File: src/hdl/rspc_pkg.sv
`timescale 1ns / 1ps
`default_nettype none
// ----------------------------------------------------------------------------
// rspc_pkg
// Shared types and constants for the rotated shape containment core.
// ----------------------------------------------------------------------------
package rspc_pkg;

	localparam int MAX_VERTICES_DEF = 64;
	localparam int QUEUE_DEPTH      = 2;
	localparam int REG_IDX_W        = 3;
	localparam int CFG_DATA_W       = 32;
	localparam int DIFF_W           = 33;

	localparam logic [REG_IDX_W-1:0] REG_SHAPE_TYPE   = 3'd0;
	localparam logic [REG_IDX_W-1:0] REG_CENTER_X     = 3'd1;
	localparam logic [REG_IDX_W-1:0] REG_CENTER_Y     = 3'd2;
	localparam logic [REG_IDX_W-1:0] REG_COS_ROT      = 3'd3;
	localparam logic [REG_IDX_W-1:0] REG_SIN_ROT      = 3'd4;
	localparam logic [REG_IDX_W-1:0] REG_HALF_X       = 3'd5;
	localparam logic [REG_IDX_W-1:0] REG_HALF_Y       = 3'd6;
	localparam logic [REG_IDX_W-1:0] REG_VERTEX_COUNT = 3'd7;

	localparam logic [1:0] SHAPE_CIRCLE    = 2'd0;
	localparam logic [1:0] SHAPE_ELLIPSE   = 2'd1;
	localparam logic [1:0] SHAPE_RECTANGLE = 2'd2;
	localparam logic [1:0] SHAPE_POLYGON   = 2'd3;

	localparam logic KIND_LOAD  = 1'b0;
	localparam logic KIND_QUERY = 1'b1;

	typedef struct packed {
		logic [1:0]         shape_type;
		logic signed [31:0] center_x;
		logic signed [31:0] center_y;
		logic signed [31:0] cos_rot;
		logic signed [31:0] sin_rot;
		logic [30:0]        half_x;
		logic [30:0]        half_y;
		logic [6:0]         vertex_count;
	} cfg_t;

	// load: a/b are the vertex coordinates; query: a/b are the offsets from center
	typedef struct packed {
		logic                     kind;
		logic [5:0]               idx;
		logic signed [DIFF_W-1:0] a;
		logic signed [DIFF_W-1:0] b;
	} item_t;

endpackage
`default_nettype wire

File: src/hdl/rspc_queue.sv
`timescale 1ns / 1ps
`default_nettype none
// ----------------------------------------------------------------------------
// rspc_queue
// Short FIFO between intake and the evaluation engine.
// ----------------------------------------------------------------------------
module rspc_queue (
	input  wire                   clk,
	input  wire                   arst_n,
	input  wire                   wr_en,
	input  wire rspc_pkg::item_t  wr_data,
	input  wire                   rd_en,
	output rspc_pkg::item_t       rd_data,
	output logic                  full,
	output logic                  empty
);
	import rspc_pkg::*;

	localparam int PW = (QUEUE_DEPTH > 1) ? $clog2(QUEUE_DEPTH) : 1;
	localparam logic [PW-1:0] LAST = PW'(QUEUE_DEPTH - 1);

	item_t         slot_q [QUEUE_DEPTH];
	logic [PW-1:0] wp_q;
	logic [PW-1:0] rp_q;
	logic [PW:0]   cnt_q;
	logic          do_wr;
	logic          do_rd;

	assign full    = (cnt_q == (PW+1)'(QUEUE_DEPTH));
	assign empty   = (cnt_q == '0);
	assign do_wr   = wr_en && !full;
	assign do_rd   = rd_en && !empty;
	assign rd_data = slot_q[rp_q];

	always_ff @(posedge clk or negedge arst_n) begin
		if (!arst_n) begin
			wp_q  <= '0;
			rp_q  <= '0;
			cnt_q <= '0;
		end else begin
			if (do_wr) begin
				wp_q <= (wp_q == LAST) ? '0 : wp_q + PW'(1);
			end
			if (do_rd) begin
				rp_q <= (rp_q == LAST) ? '0 : rp_q + PW'(1);
			end
			if (do_wr && !do_rd) begin
				cnt_q <= cnt_q + (PW+1)'(1);
			end else if (do_rd && !do_wr) begin
				cnt_q <= cnt_q - (PW+1)'(1);
			end
		end
	end

	always_ff @(posedge clk) begin
		if (do_wr) begin
			slot_q[wp_q] <= wr_data;
		end
	end

	a_cnt_bound: assert property (@(posedge clk) disable iff (!arst_n)
		cnt_q <= (PW+1)'(QUEUE_DEPTH))
		else $error("queue count above depth");

	a_no_overrun: assert property (@(posedge clk) disable iff (!arst_n)
		(full && !rd_en) |=> (cnt_q == $past(cnt_q)))
		else $error("queue changed level while full and not read");

endmodule
`default_nettype wire

File: config.mk
export PLATFORM = sky130hd
export DESIGN_NAME = rspc_queue
export DESIGN_NICKNAME = d
export VERILOG_FILES = /design/src/hdl/rspc_pkg.sv /design/src/hdl/rspc_queue.sv
export SDC_FILE = /design/constraint.sdc
export NUM_CORES = 1
export LEC_CHECK = 0
export ABC_CLOCK_PERIOD_IN_PS = 5400
export BUFFER_PORTS_ARGS = -buffer_cell sky130_fd_sc_hd__buf_2
export CORE_MARGIN = 1.5
export CORE_UTILIZATION = 35
export CTS_BUF_LIST = sky130_fd_sc_hd__clkbuf_4 sky130_fd_sc_hd__clkbuf_8
export CTS_CLUSTER_DIAMETER = 40
export DETAILED_ROUTE_END_ITERATION = 7
export PLACE_DENSITY_LB_ADDON = 0.1
export SLEW_MARGIN = 0
export SYNTH_ARGS = -nofsm -noshare
export SYNTH_HDL_FRONTEND = slang
export SYNTH_SLANG_ARGS = --single-unit
File: constraint.sdc
create_clock -name clk -period 5.4 [get_ports clk]
set_input_delay 1.08 -clock clk [delete_from_list [all_inputs] [get_ports clk]]
set_output_delay 1.08 -clock clk [all_outputs]
set_load 0.05 [all_outputs]
==> results.txt <==
Internal power: 2.68 mW
Vias in the first global route: 2845
Drt total wl: 10.1 mm
Vias per std cell: 4.28
Crit start category: flop
Die area: 0.0171 sq mm
Cts repair resizes: 0
RSZ-0062 raised after global routing: no
Minimum clock period: 3.68 ns
CP max stage delay: 1.16 ns
Max cap viols: 0
Worst-margin pin slew: 1.09 ns
Mapped Cells: 246
Combinational share of power: 41.8%
ANT nets after route: 0
Worst-path cell chain: buf_4 > mux2_4 > buf_2
Share of layout cells above drive strength 1: 61.3%
Die Span Y: 131 um
Clk sinks: 150
Crit-path slowest cell: dfrtp_4
P_leak: 2.81 nW
Final setup fails: 0
Run status: finished clean
Number of CTS-inserted buffers: 17
Capturing element type of the critical path: output port
Post-Synth Adder-Cell Area: 0.219%
Total Negative Setup Slacks: 0 ns
Worst r2r path cells: 4
Clock power share: 18.9%
Mapped Area: 0.00571 sq mm
Crit path buf inv count: 2
Root Buffer: clkbuf_8
DRT iter0 DRCs: 143
Pre-Repair DR Iteration Count: 4
First-pass GRT wire length: 14.9 mm
Final Slew Violations: 0
Post-synthesis xor/xnor area fraction: 0.767%
Instance count on the critical path: 3
Flops & latches, synth: 150
Hold Crit Class: primary input to async pin
I/O pin cnt: 152
Ys async rst share: 2.67%
Die X: 131 um
Placed wire-length estimate: 6.27 mm
Post-synthesis mux area share: 18.3%
# diodes: 0
Netlist cell types: 15
Fin nets: 489
Sw Share: 40.8%
Post-synthesis compound-gate area fraction: 0.0876%
Ys Warns: 0
Crit path max-delay family: flip-flops
Detailed-route via count: 2738
Initial antenna violation count: 1
R2r setup slk: 3.04 ns
Total GRT Usage: 12.3%
Worst skew pair latency: 0.43 ns
Post-CTS Hold Buffers: 0
Clock Tree Buf Depth: 2
Num rows: 46
Clock transition at path regs: 0.07 ns
H-Tree Depth: 4
Worst EP required: 4.32 ns
Post-Synth Simple-Gate Area: 0.482%
Fmax: 272 MHz
Hold WS: 0.437 ns
Seq/Total Area, Yosys: 78.5%
Slew HR: 27.1%
EDFF count, synth: 146
GPL Wtd Cong: 0.667
Port Buf Inserts: 151
Main combinational cell family by area after synthesis: multiplexers
Grt ovf: 0
Post-DR wirelength/cell: 15.7 um
Maximum VDD drop: 0.000276 V
Largest net degree at the start of global routing: 74
WS Path Type: flop to output port
Period utilization: 68.1%
CTS tree: yes
Crit path DAT: 2.60 ns
Pwr/cell area: 640 mW/mm^2
NetSw: 1.85 mW
Synth-to-layout area growth: 24.1%
Prevailing post-synth register cell: edfxtp_1
Core area: 0.0159 sq mm
Drt drc: 0
Postcts setup bufs: 0
Endpoints failing hold: 0
Worst Skew: 0.00670 ns
Mapped Avg Cell Area: 23.2 sq um
Max FO, Critical Path: 59
Initial Util: 36.0%
Post-Syn Nets: 324
Power share of the sequential group: 39.3%
==> placed cells by master (no fill, tap or decap) <==
| cell | instances |
|---|---|
| and3_4 | 1 |
| buf_2 | 151 |
| buf_4 | 3 |
| bufinv_16 | 3 |
| clkbuf_4 | 4 |
| clkbuf_8 | 17 |
| clkinv_1 | 2 |
| clkinv_2 | 4 |
| clkinvlp_4 | 2 |
| dfrtp_1 | 3 |
| dfrtp_4 | 1 |
| edfxtp_1 | 146 |
| ha_1 | 1 |
| inv_1 | 2 |
| mux2_2 | 13 |
| mux2_4 | 60 |
| nand2_1 | 1 |
| nand2b_1 | 1 |
| nor2_1 | 2 |
| nor2_4 | 1 |
| o21ai_0 | 1 |
| xnor2_1 | 3 |
| xor2_1 | 2 |
==> final cells by class <==
type	count	area (sq um)
Fill cell	1450	8800
Sequential cell	150	4490
Multi-Input combinational cell	86	1150
Timing Repair Buffer	154	778
Tap cell	216	270
Clock buffer	21	264
Clock inverter	11	133
Inverter	2	7.51
==> per-layer routing <==
layer,share of wire (%),vias to the layer above,track usage [%],wire (um)
li1,-,1296,-,-
met1,41,1337,13.9,4100
met2,51,88,20.3,5120
met3,6.4,15,4.89,642
met4,1.9,2,6.21,196
met5,0.070,-,0,7
==> stage by stage <==
step           cells  cell area [sq um]  power (mW)  setup slack, ns  util [%]
2_1_floorplan    246               5710        3.38            0.679         -
3_3_place_gp     608               6690        3.73             2.15      42.1
3_5_place_dp     608               6690        3.74             2.12      42.1
4_1_cts          640               7090        4.61             1.61      44.6
5_1_grt          640               7090        4.75             1.55      44.6
6_report         640               7090        4.53             1.72      44.6
==> cells in the mapped netlist (all sizes together) (2+ instances only) <==
master | n | area [sq um]
buf | 8 | 83.8
dfrtp | 4 | 100
edfxtp | 146 | 4380
inv | 2 | 7.51
mux2 | 73 | 1050
nor2 | 3 | 11.3
xnor2 | 3 | 26.3
xor2 | 2 | 17.5
==> logic make-up (layout without fill, tap and decap cells) <==
family                   Yosys count  in the layout
XOR/XNOR                           5              5
adder cells (fa/ha/maj)            1              1
flip-flops                       150            150
multiplexers                      73             73
AND/OR/NAND/NOR                    6              6
AO/OA/AOI/OAI                      1              1
buffers and inverters             10            188
==> power groups by stage <==
stage | Combinational, mW | Sequential [mW] | Clock (mW)
2_1_floorplan | 1.69 | 1.69 | 0
3_3_place_gp | 1.92 | 1.81 | 0
3_5_place_dp | 1.93 | 1.82 | 0
4_1_cts | 1.93 | 1.79 | 0.894
5_1_grt | 1.99 | 1.82 | 0.937
6_report | 1.89 | 1.78 | 0.858
==> worst register-to-register path: cells and delay by family, from the launching register on <==
| family | cells | cell delay [ns] |
|---|---|---|
| AND/OR/NAND/NOR | 3 | 1.10 |
| buffers and inverters | 1 | 0.49 |
| flip-flops | 1 | 0.43 |
==> registers in the layout, summed over array words and instances, names as in the netlist <==
name	flops
cnt_q	2
rp_q	1
slot_q	146
wp_q	1
==> final timing paths <==
| check | endpoint | from |
|---|---|---|
| worst max-delay path | rd_data[4] | rp_q |
| worst min-delay path | wp_q | arst_n |
| worst max register to register | slot_q[0][3] | cnt_q[0] |
| worst min register to register | cnt_q[1] | cnt_q[1] |
| max in group asynchronous | rp_q | arst_n |
| min in group clk | cnt_q[1] | cnt_q[1] |
(Power assumes the default switching activity.)
