[src/hdl/rspc_pkg.sv]
`timescale 1ns / 1ps
`default_nettype none
// ----------------------------------------------------------------------------
// rspc_pkg
// Shared types and constants for the rotated shape containment core.
// ----------------------------------------------------------------------------
package rspc_pkg;

	localparam int MAX_VERTICES_DEF = 64;
	localparam int QUEUE_DEPTH      = 2;
	localparam int REG_IDX_W        = 3;
	localparam int CFG_DATA_W       = 32;
	localparam int DIFF_W           = 33;

	localparam logic [REG_IDX_W-1:0] REG_SHAPE_TYPE   = 3'd0;
	localparam logic [REG_IDX_W-1:0] REG_CENTER_X     = 3'd1;
	localparam logic [REG_IDX_W-1:0] REG_CENTER_Y     = 3'd2;
	localparam logic [REG_IDX_W-1:0] REG_COS_ROT      = 3'd3;
	localparam logic [REG_IDX_W-1:0] REG_SIN_ROT      = 3'd4;
	localparam logic [REG_IDX_W-1:0] REG_HALF_X       = 3'd5;
	localparam logic [REG_IDX_W-1:0] REG_HALF_Y       = 3'd6;
	localparam logic [REG_IDX_W-1:0] REG_VERTEX_COUNT = 3'd7;

	localparam logic [1:0] SHAPE_CIRCLE    = 2'd0;
	localparam logic [1:0] SHAPE_ELLIPSE   = 2'd1;
	localparam logic [1:0] SHAPE_RECTANGLE = 2'd2;
	localparam logic [1:0] SHAPE_POLYGON   = 2'd3;

	localparam logic KIND_LOAD  = 1'b0;
	localparam logic KIND_QUERY = 1'b1;

	typedef struct packed {
		logic [1:0]         shape_type;
		logic signed [31:0] center_x;
		logic signed [31:0] center_y;
		logic signed [31:0] cos_rot;
		logic signed [31:0] sin_rot;
		logic [30:0]        half_x;
		logic [30:0]        half_y;
		logic [6:0]         vertex_count;
	} cfg_t;

	// load: a/b are the vertex coordinates; query: a/b are the offsets from center
	typedef struct packed {
		logic                     kind;
		logic [5:0]               idx;
		logic signed [DIFF_W-1:0] a;
		logic signed [DIFF_W-1:0] b;
	} item_t;

endpackage
`default_nettype wire

[src/hdl/rspc_front.sv]
`timescale 1ns / 1ps
`default_nettype none
// ----------------------------------------------------------------------------
// rspc_front
// Request intake: drops out-of-range loads, offsets queries by the center.
// ----------------------------------------------------------------------------
module rspc_front #(
	parameter int MAX_VERTICES = rspc_pkg::MAX_VERTICES_DEF
) (
	input  wire                   clk,
	input  wire                   arst_n,
	input  wire                   push,
	output logic                  full,
	input  wire                   kind,
	input  wire [5:0]             vertex_index,
	input  wire signed [31:0]     coord_x,
	input  wire signed [31:0]     coord_y,
	input  wire rspc_pkg::cfg_t   cfg,
	output logic                  q_wr,
	output rspc_pkg::item_t       q_wdata,
	input  wire                   q_full
);
	import rspc_pkg::*;

	logic  valid_s1;
	item_t item_s1;
	logic  take;
	logic  keep;

	assign full    = valid_s1 && q_full;
	assign take    = push && !full;
	assign q_wr    = valid_s1 && !q_full;
	assign q_wdata = item_s1;
	assign keep    = (kind == KIND_QUERY) || ({26'd0, vertex_index} < MAX_VERTICES);

	always_ff @(posedge clk or negedge arst_n) begin
		if (!arst_n) begin
			valid_s1 <= 1'b0;
		end else if (take) begin
			valid_s1 <= keep;
		end else if (q_wr) begin
			valid_s1 <= 1'b0;
		end
	end

	always_ff @(posedge clk) begin
		if (take) begin
			item_s1.kind <= kind;
			item_s1.idx  <= vertex_index;
			if (kind == KIND_QUERY) begin
				item_s1.a <= {coord_x[31], coord_x} - {cfg.center_x[31], cfg.center_x};
				item_s1.b <= {coord_y[31], coord_y} - {cfg.center_y[31], cfg.center_y};
			end else begin
				item_s1.a <= {coord_x[31], coord_x};
				item_s1.b <= {coord_y[31], coord_y};
			end
		end
	end

endmodule
`default_nettype wire

[config.mk]
export PLATFORM = sky130hd
export DESIGN_NAME = rspc_front
export DESIGN_NICKNAME = d
export VERILOG_FILES = /design/src/hdl/rspc_pkg.sv /design/src/hdl/rspc_front.sv
export SDC_FILE = /design/constraint.sdc
export NUM_CORES = 1
export LEC_CHECK = 0
export ABC_CLOCK_PERIOD_IN_PS = 4100
export BUFFER_PORTS_ARGS = -buffer_cell sky130_fd_sc_hd__buf_2
export CORE_MARGIN = 2
export CORE_UTILIZATION = 40
export DETAILED_ROUTE_END_ITERATION = 10
export HOLD_SLACK_MARGIN = 0.1
export PLACE_DENSITY = 0.86
export REMOVE_ABC_BUFFERS = 1
export SLEW_MARGIN = 5
export SYNTH_ARGS = -nofsm -noshare
export SYNTH_HDL_FRONTEND = slang
export SYNTH_SLANG_ARGS = --single-unit
[constraint.sdc]
create_clock -name clk -period 4.1 [get_ports clk]
set_clock_uncertainty 0.15 [all_clocks]
set_input_delay 0.82 -clock clk [delete_from_list [all_inputs] [get_ports clk]]
set_output_delay 0.82 -clock clk [all_outputs]
set_load 0.02 [all_outputs]
==> flow_summary.json <==
{
  "outcome": "complete, no violations",
  "crit_fanout": 4,
  "leakage_nw": 3.96,
  "port_buffers": 213,
  "cap_viol_max_count": 0,
  "synth_enable_flop_cells": 73,
  "critical_path_class": "input port to flop",
  "yosysMostFrequentCell": "sky130_fd_sc_hd__inv_1",
  "timing.critical_path.max_delay_family": "compound AO/OA/AOI/OAI gates",
  "grt_pass1_wl_um": 29600,
  "maximum_number_of_pins_on_one_net_before_global_route_repair": 74,
  "cp.required_ps": 4140,
  "ios": 349,
  "detail_route.drc_violations": 0,
  "worst_slew_pin_slew_ps": 1080,
  "cts.reportedPaths.clkPinSlew_ps": 50,
  "synth.yosys.warnings": 0,
  "detail_route.first_pass.iterations": 5,
  "initial_utilization": 0.410,
  "cp_num_buf_inv": 2,
  "overflow": 0,
  "detail_route.wl_per_cell_um": 16.6,
  "critical_path.startpoint_type": "input port",
  "rrSetupSlack_ps": 2070,
  "max_freq_mhz": 283,
  "critPathCaptureType": "flop",
  "most_used_flip_flop_cell_after_synthesis": "sky130_fd_sc_hd__edfxtp_1",
  "final_cell_area_um2": 8370,
  "post_cts.resized_instances": 0,
  "routed_wirelength_um": 19400,
  "drt-initial-drc-count": 320,
  "finalWorstPathRequiredPeriod_ps": 3530,
  "die_area_um2": 18100,
  "syn_to_final_growth_pct": 22.6,
  "power_per_cell_area_nw_per_um2": 323,
  "nets": 1280,
  "netlist_area_um2": 6830,
  "cell_taking_the_most_area_after_synthesis": "sky130_fd_sc_hd__edfxtp_1",
  "die_height_um": 135,
  "final_layout_size_suffix_gt1_frac": 0.320,
  "pre_cts_ws_ps": 303,
  "crit_arrival_ps": 3570,
  "place.detailed.hpwl_um": 15200,
  "hp-class": "input port to flop",
  "postSynthRegisterBits": 74,
  "final_antenna_net_count": 0,
  "core-area_um2": 16600,
  "worst_path_max_delay_cell": "sky130_fd_sc_hd__or4_1",
  "num_rows": 47,
  "number_of_antenna_violations_at_the_first_check_in_global_routing": 4,
  "setup_viol": 0,
  "synth.lib_cells_used.distinct": 73,
  "worst_slack_ps": 565,
  "synthesis.area_per_instance_um2": 9.20,
  "max-clock-path-buffers": 2,
  "insertion_delay_of_the_later_clocked_pin_in_the_worst_skew_pair_ps": 330,
  "place_congestion": 0.898,
  "vias_per_cell": 5.39,
  "die_width_um": 135,
  "globalRouteTotalUtil": 0.209,
  "cts_made_buffers": 9,
  "clock_sinks": 74,
  "post-cts-setup-buffers": 0,
  "ir_worst_vdd_uv": 178,
  "grt_pass1_vias": 5978,
  "synth.top_cells.by_area": "sky130_fd_sc_hd__edfxtp_1, sky130_fd_sc_hd__ha_1, sky130_fd_sc_hd__mux2_2",
  "finish.utilization": 0.503,
  "worst_slew_margin_rel": 0.282,
  "dpl-instance-area_um2": 8070,
  "finalHoldViolCount": 0,
  "biggest_cell_delay_along_the_critical_path_ps": 480,
  "yosys-top-cells-count": "sky130_fd_sc_hd__inv_1, sky130_fd_sc_hd__edfxtp_1, sky130_fd_sc_hd__a21oi_1",
  "synthArstFlopShare": 0.0135,
  "yosysTopAreaCellShare": 0.321,
  "final.period_utilization": 0.862,
  "rsz0062_at_grt": "no",
  "syn-instance-count": 742,
  "portion_of_the_post_synthesis_area_used_by_sequential_elements": 0.325,
  "clock-root-buffer": "sky130_fd_sc_hd__clkbuf_16",
  "timing.critical_path.cells": "buf_2 > inv_1 > ha_1 > fa_1 > nand2b_1 > a21oi_1 > o21ai_1 > o21ai_2 > a31oi_1 > o21a_1 > or4_1 > nand3_1",
  "timing_max_transition_violations_final": 0,
  "h-tree-depth": 3,
  "fin_hold_ws_ps": 518,
  "clock_tree_from_tritoncts": "done",
  "detailroute.via_count": 6287
}
==> metrics by stage <==
| stage | setup TNS [ps] | cells | power [mW] |
|---|---|---|---|
| CTS | 0 | 1165 | 2.72 |
| global route | 0 | 1165 | 2.85 |
| detailed placement | 0 | 1148 | 1.93 |
| finish | 0 | 1167 | 2.70 |
| floorplan | -63040 | 712 | 1.64 |
| global placement | 0 | 1148 | 1.91 |
==> layout make-up <==
| cell class | instances | area (um2) |
|---|---|---|
| Antenna cell | 2 | 5.00 |
| Clock buffer | 15 | 278 |
| Clock inverter | 1 | 7.51 |
| Fill cell | 1524 | 8270 |
| Inverter | 81 | 304 |
| Multi-Input combinational cell | 557 | 4190 |
| Sequential cell | 74 | 2220 |
| Tap cell | 220 | 275 |
| Timing Repair Buffer | 217 | 1100 |
==> state kept, by name (all words and copies together), names as in the netlist <==
register,count
valid_s1,1
q_wdata,73
==> report_power, final <==
part	total (mW)	switching, mW	leakage, nW	internal (mW)
Clock	0.776	0.315	0.136	0.461
Sequential	0.945	0.0174	0.707	0.928
Combinational	0.981	0.568	3.12	0.413
==> cells by family after synthesis <==
family / Yosys count / synth area share
compound gates: 217 / 0.218
xor+xnor: 50 / 0.0641
fa+ha+maj: 66 / 0.123
buf+inv: 111 / 0.0630
flops: 74 / 0.325
mux: 48 / 0.0794
simple gates: 176 / 0.127
==> cells in the final DEF, fill, tap and decap left out, types with 6 or more instances in the layout <==
| master | n |
|---|---|
| sky130_fd_sc_hd__o21ai_1 | 16 |
| sky130_fd_sc_hd__inv_1 | 81 |
| sky130_fd_sc_hd__nor2_1 | 40 |
| sky130_fd_sc_hd__nand4_1 | 12 |
| sky130_fd_sc_hd__xnor2_1 | 28 |
| sky130_fd_sc_hd__xor2_1 | 22 |
| sky130_fd_sc_hd__ha_1 | 64 |
| sky130_fd_sc_hd__edfxtp_1 | 73 |
| sky130_fd_sc_hd__nand2_1 | 65 |
| sky130_fd_sc_hd__o21ai_0 | 22 |
| sky130_fd_sc_hd__a21oi_1 | 68 |
| sky130_fd_sc_hd__nand3_1 | 13 |
| sky130_fd_sc_hd__o21bai_1 | 8 |
| sky130_fd_sc_hd__nand2b_1 | 6 |
| sky130_fd_sc_hd__o21a_1 | 7 |
| sky130_fd_sc_hd__o211ai_1 | 8 |
| sky130_fd_sc_hd__nor2b_1 | 7 |
| sky130_fd_sc_hd__a21o_1 | 32 |
| sky130_fd_sc_hd__clkbuf_16 | 9 |
| sky130_fd_sc_hd__a31oi_1 | 6 |
| sky130_fd_sc_hd__mux2_2 | 45 |
| sky130_fd_sc_hd__buf_2 | 213 |
==> layer usage <==
metal	share of wire	routed length [um]	vias up	global-route usage
li1	-	-	3093	-
met5	0.0015	30	-	0
met2	0.45	8760	291	0.337
met4	0.018	357	4	0.0684
met1	0.43	8430	2868	0.273
met3	0.095	1860	31	0.0537
==> path summary, 6_finish.rpt <==
kind                                       from     endpoint  cells after the start
max in group asynchronous                arst_n     valid_s1                      2
min in group asynchronous                arst_n     valid_s1                      2
worst min register to register         valid_s1     valid_s1                      2
worst max register to register         valid_s1  q_wdata[31]                      3
worst min-delay path            vertex_index[1]  q_wdata[67]                      1
worst max-delay path                 coord_y[0]  q_wdata[28]                     12
==> timing repair <==
action                     CTS  global route
setup endpoints to repair    0             0
hold buffers                 1             0
hold endpoints to repair     1             0
Note: power is estimated with default switching activity, not from simulation.
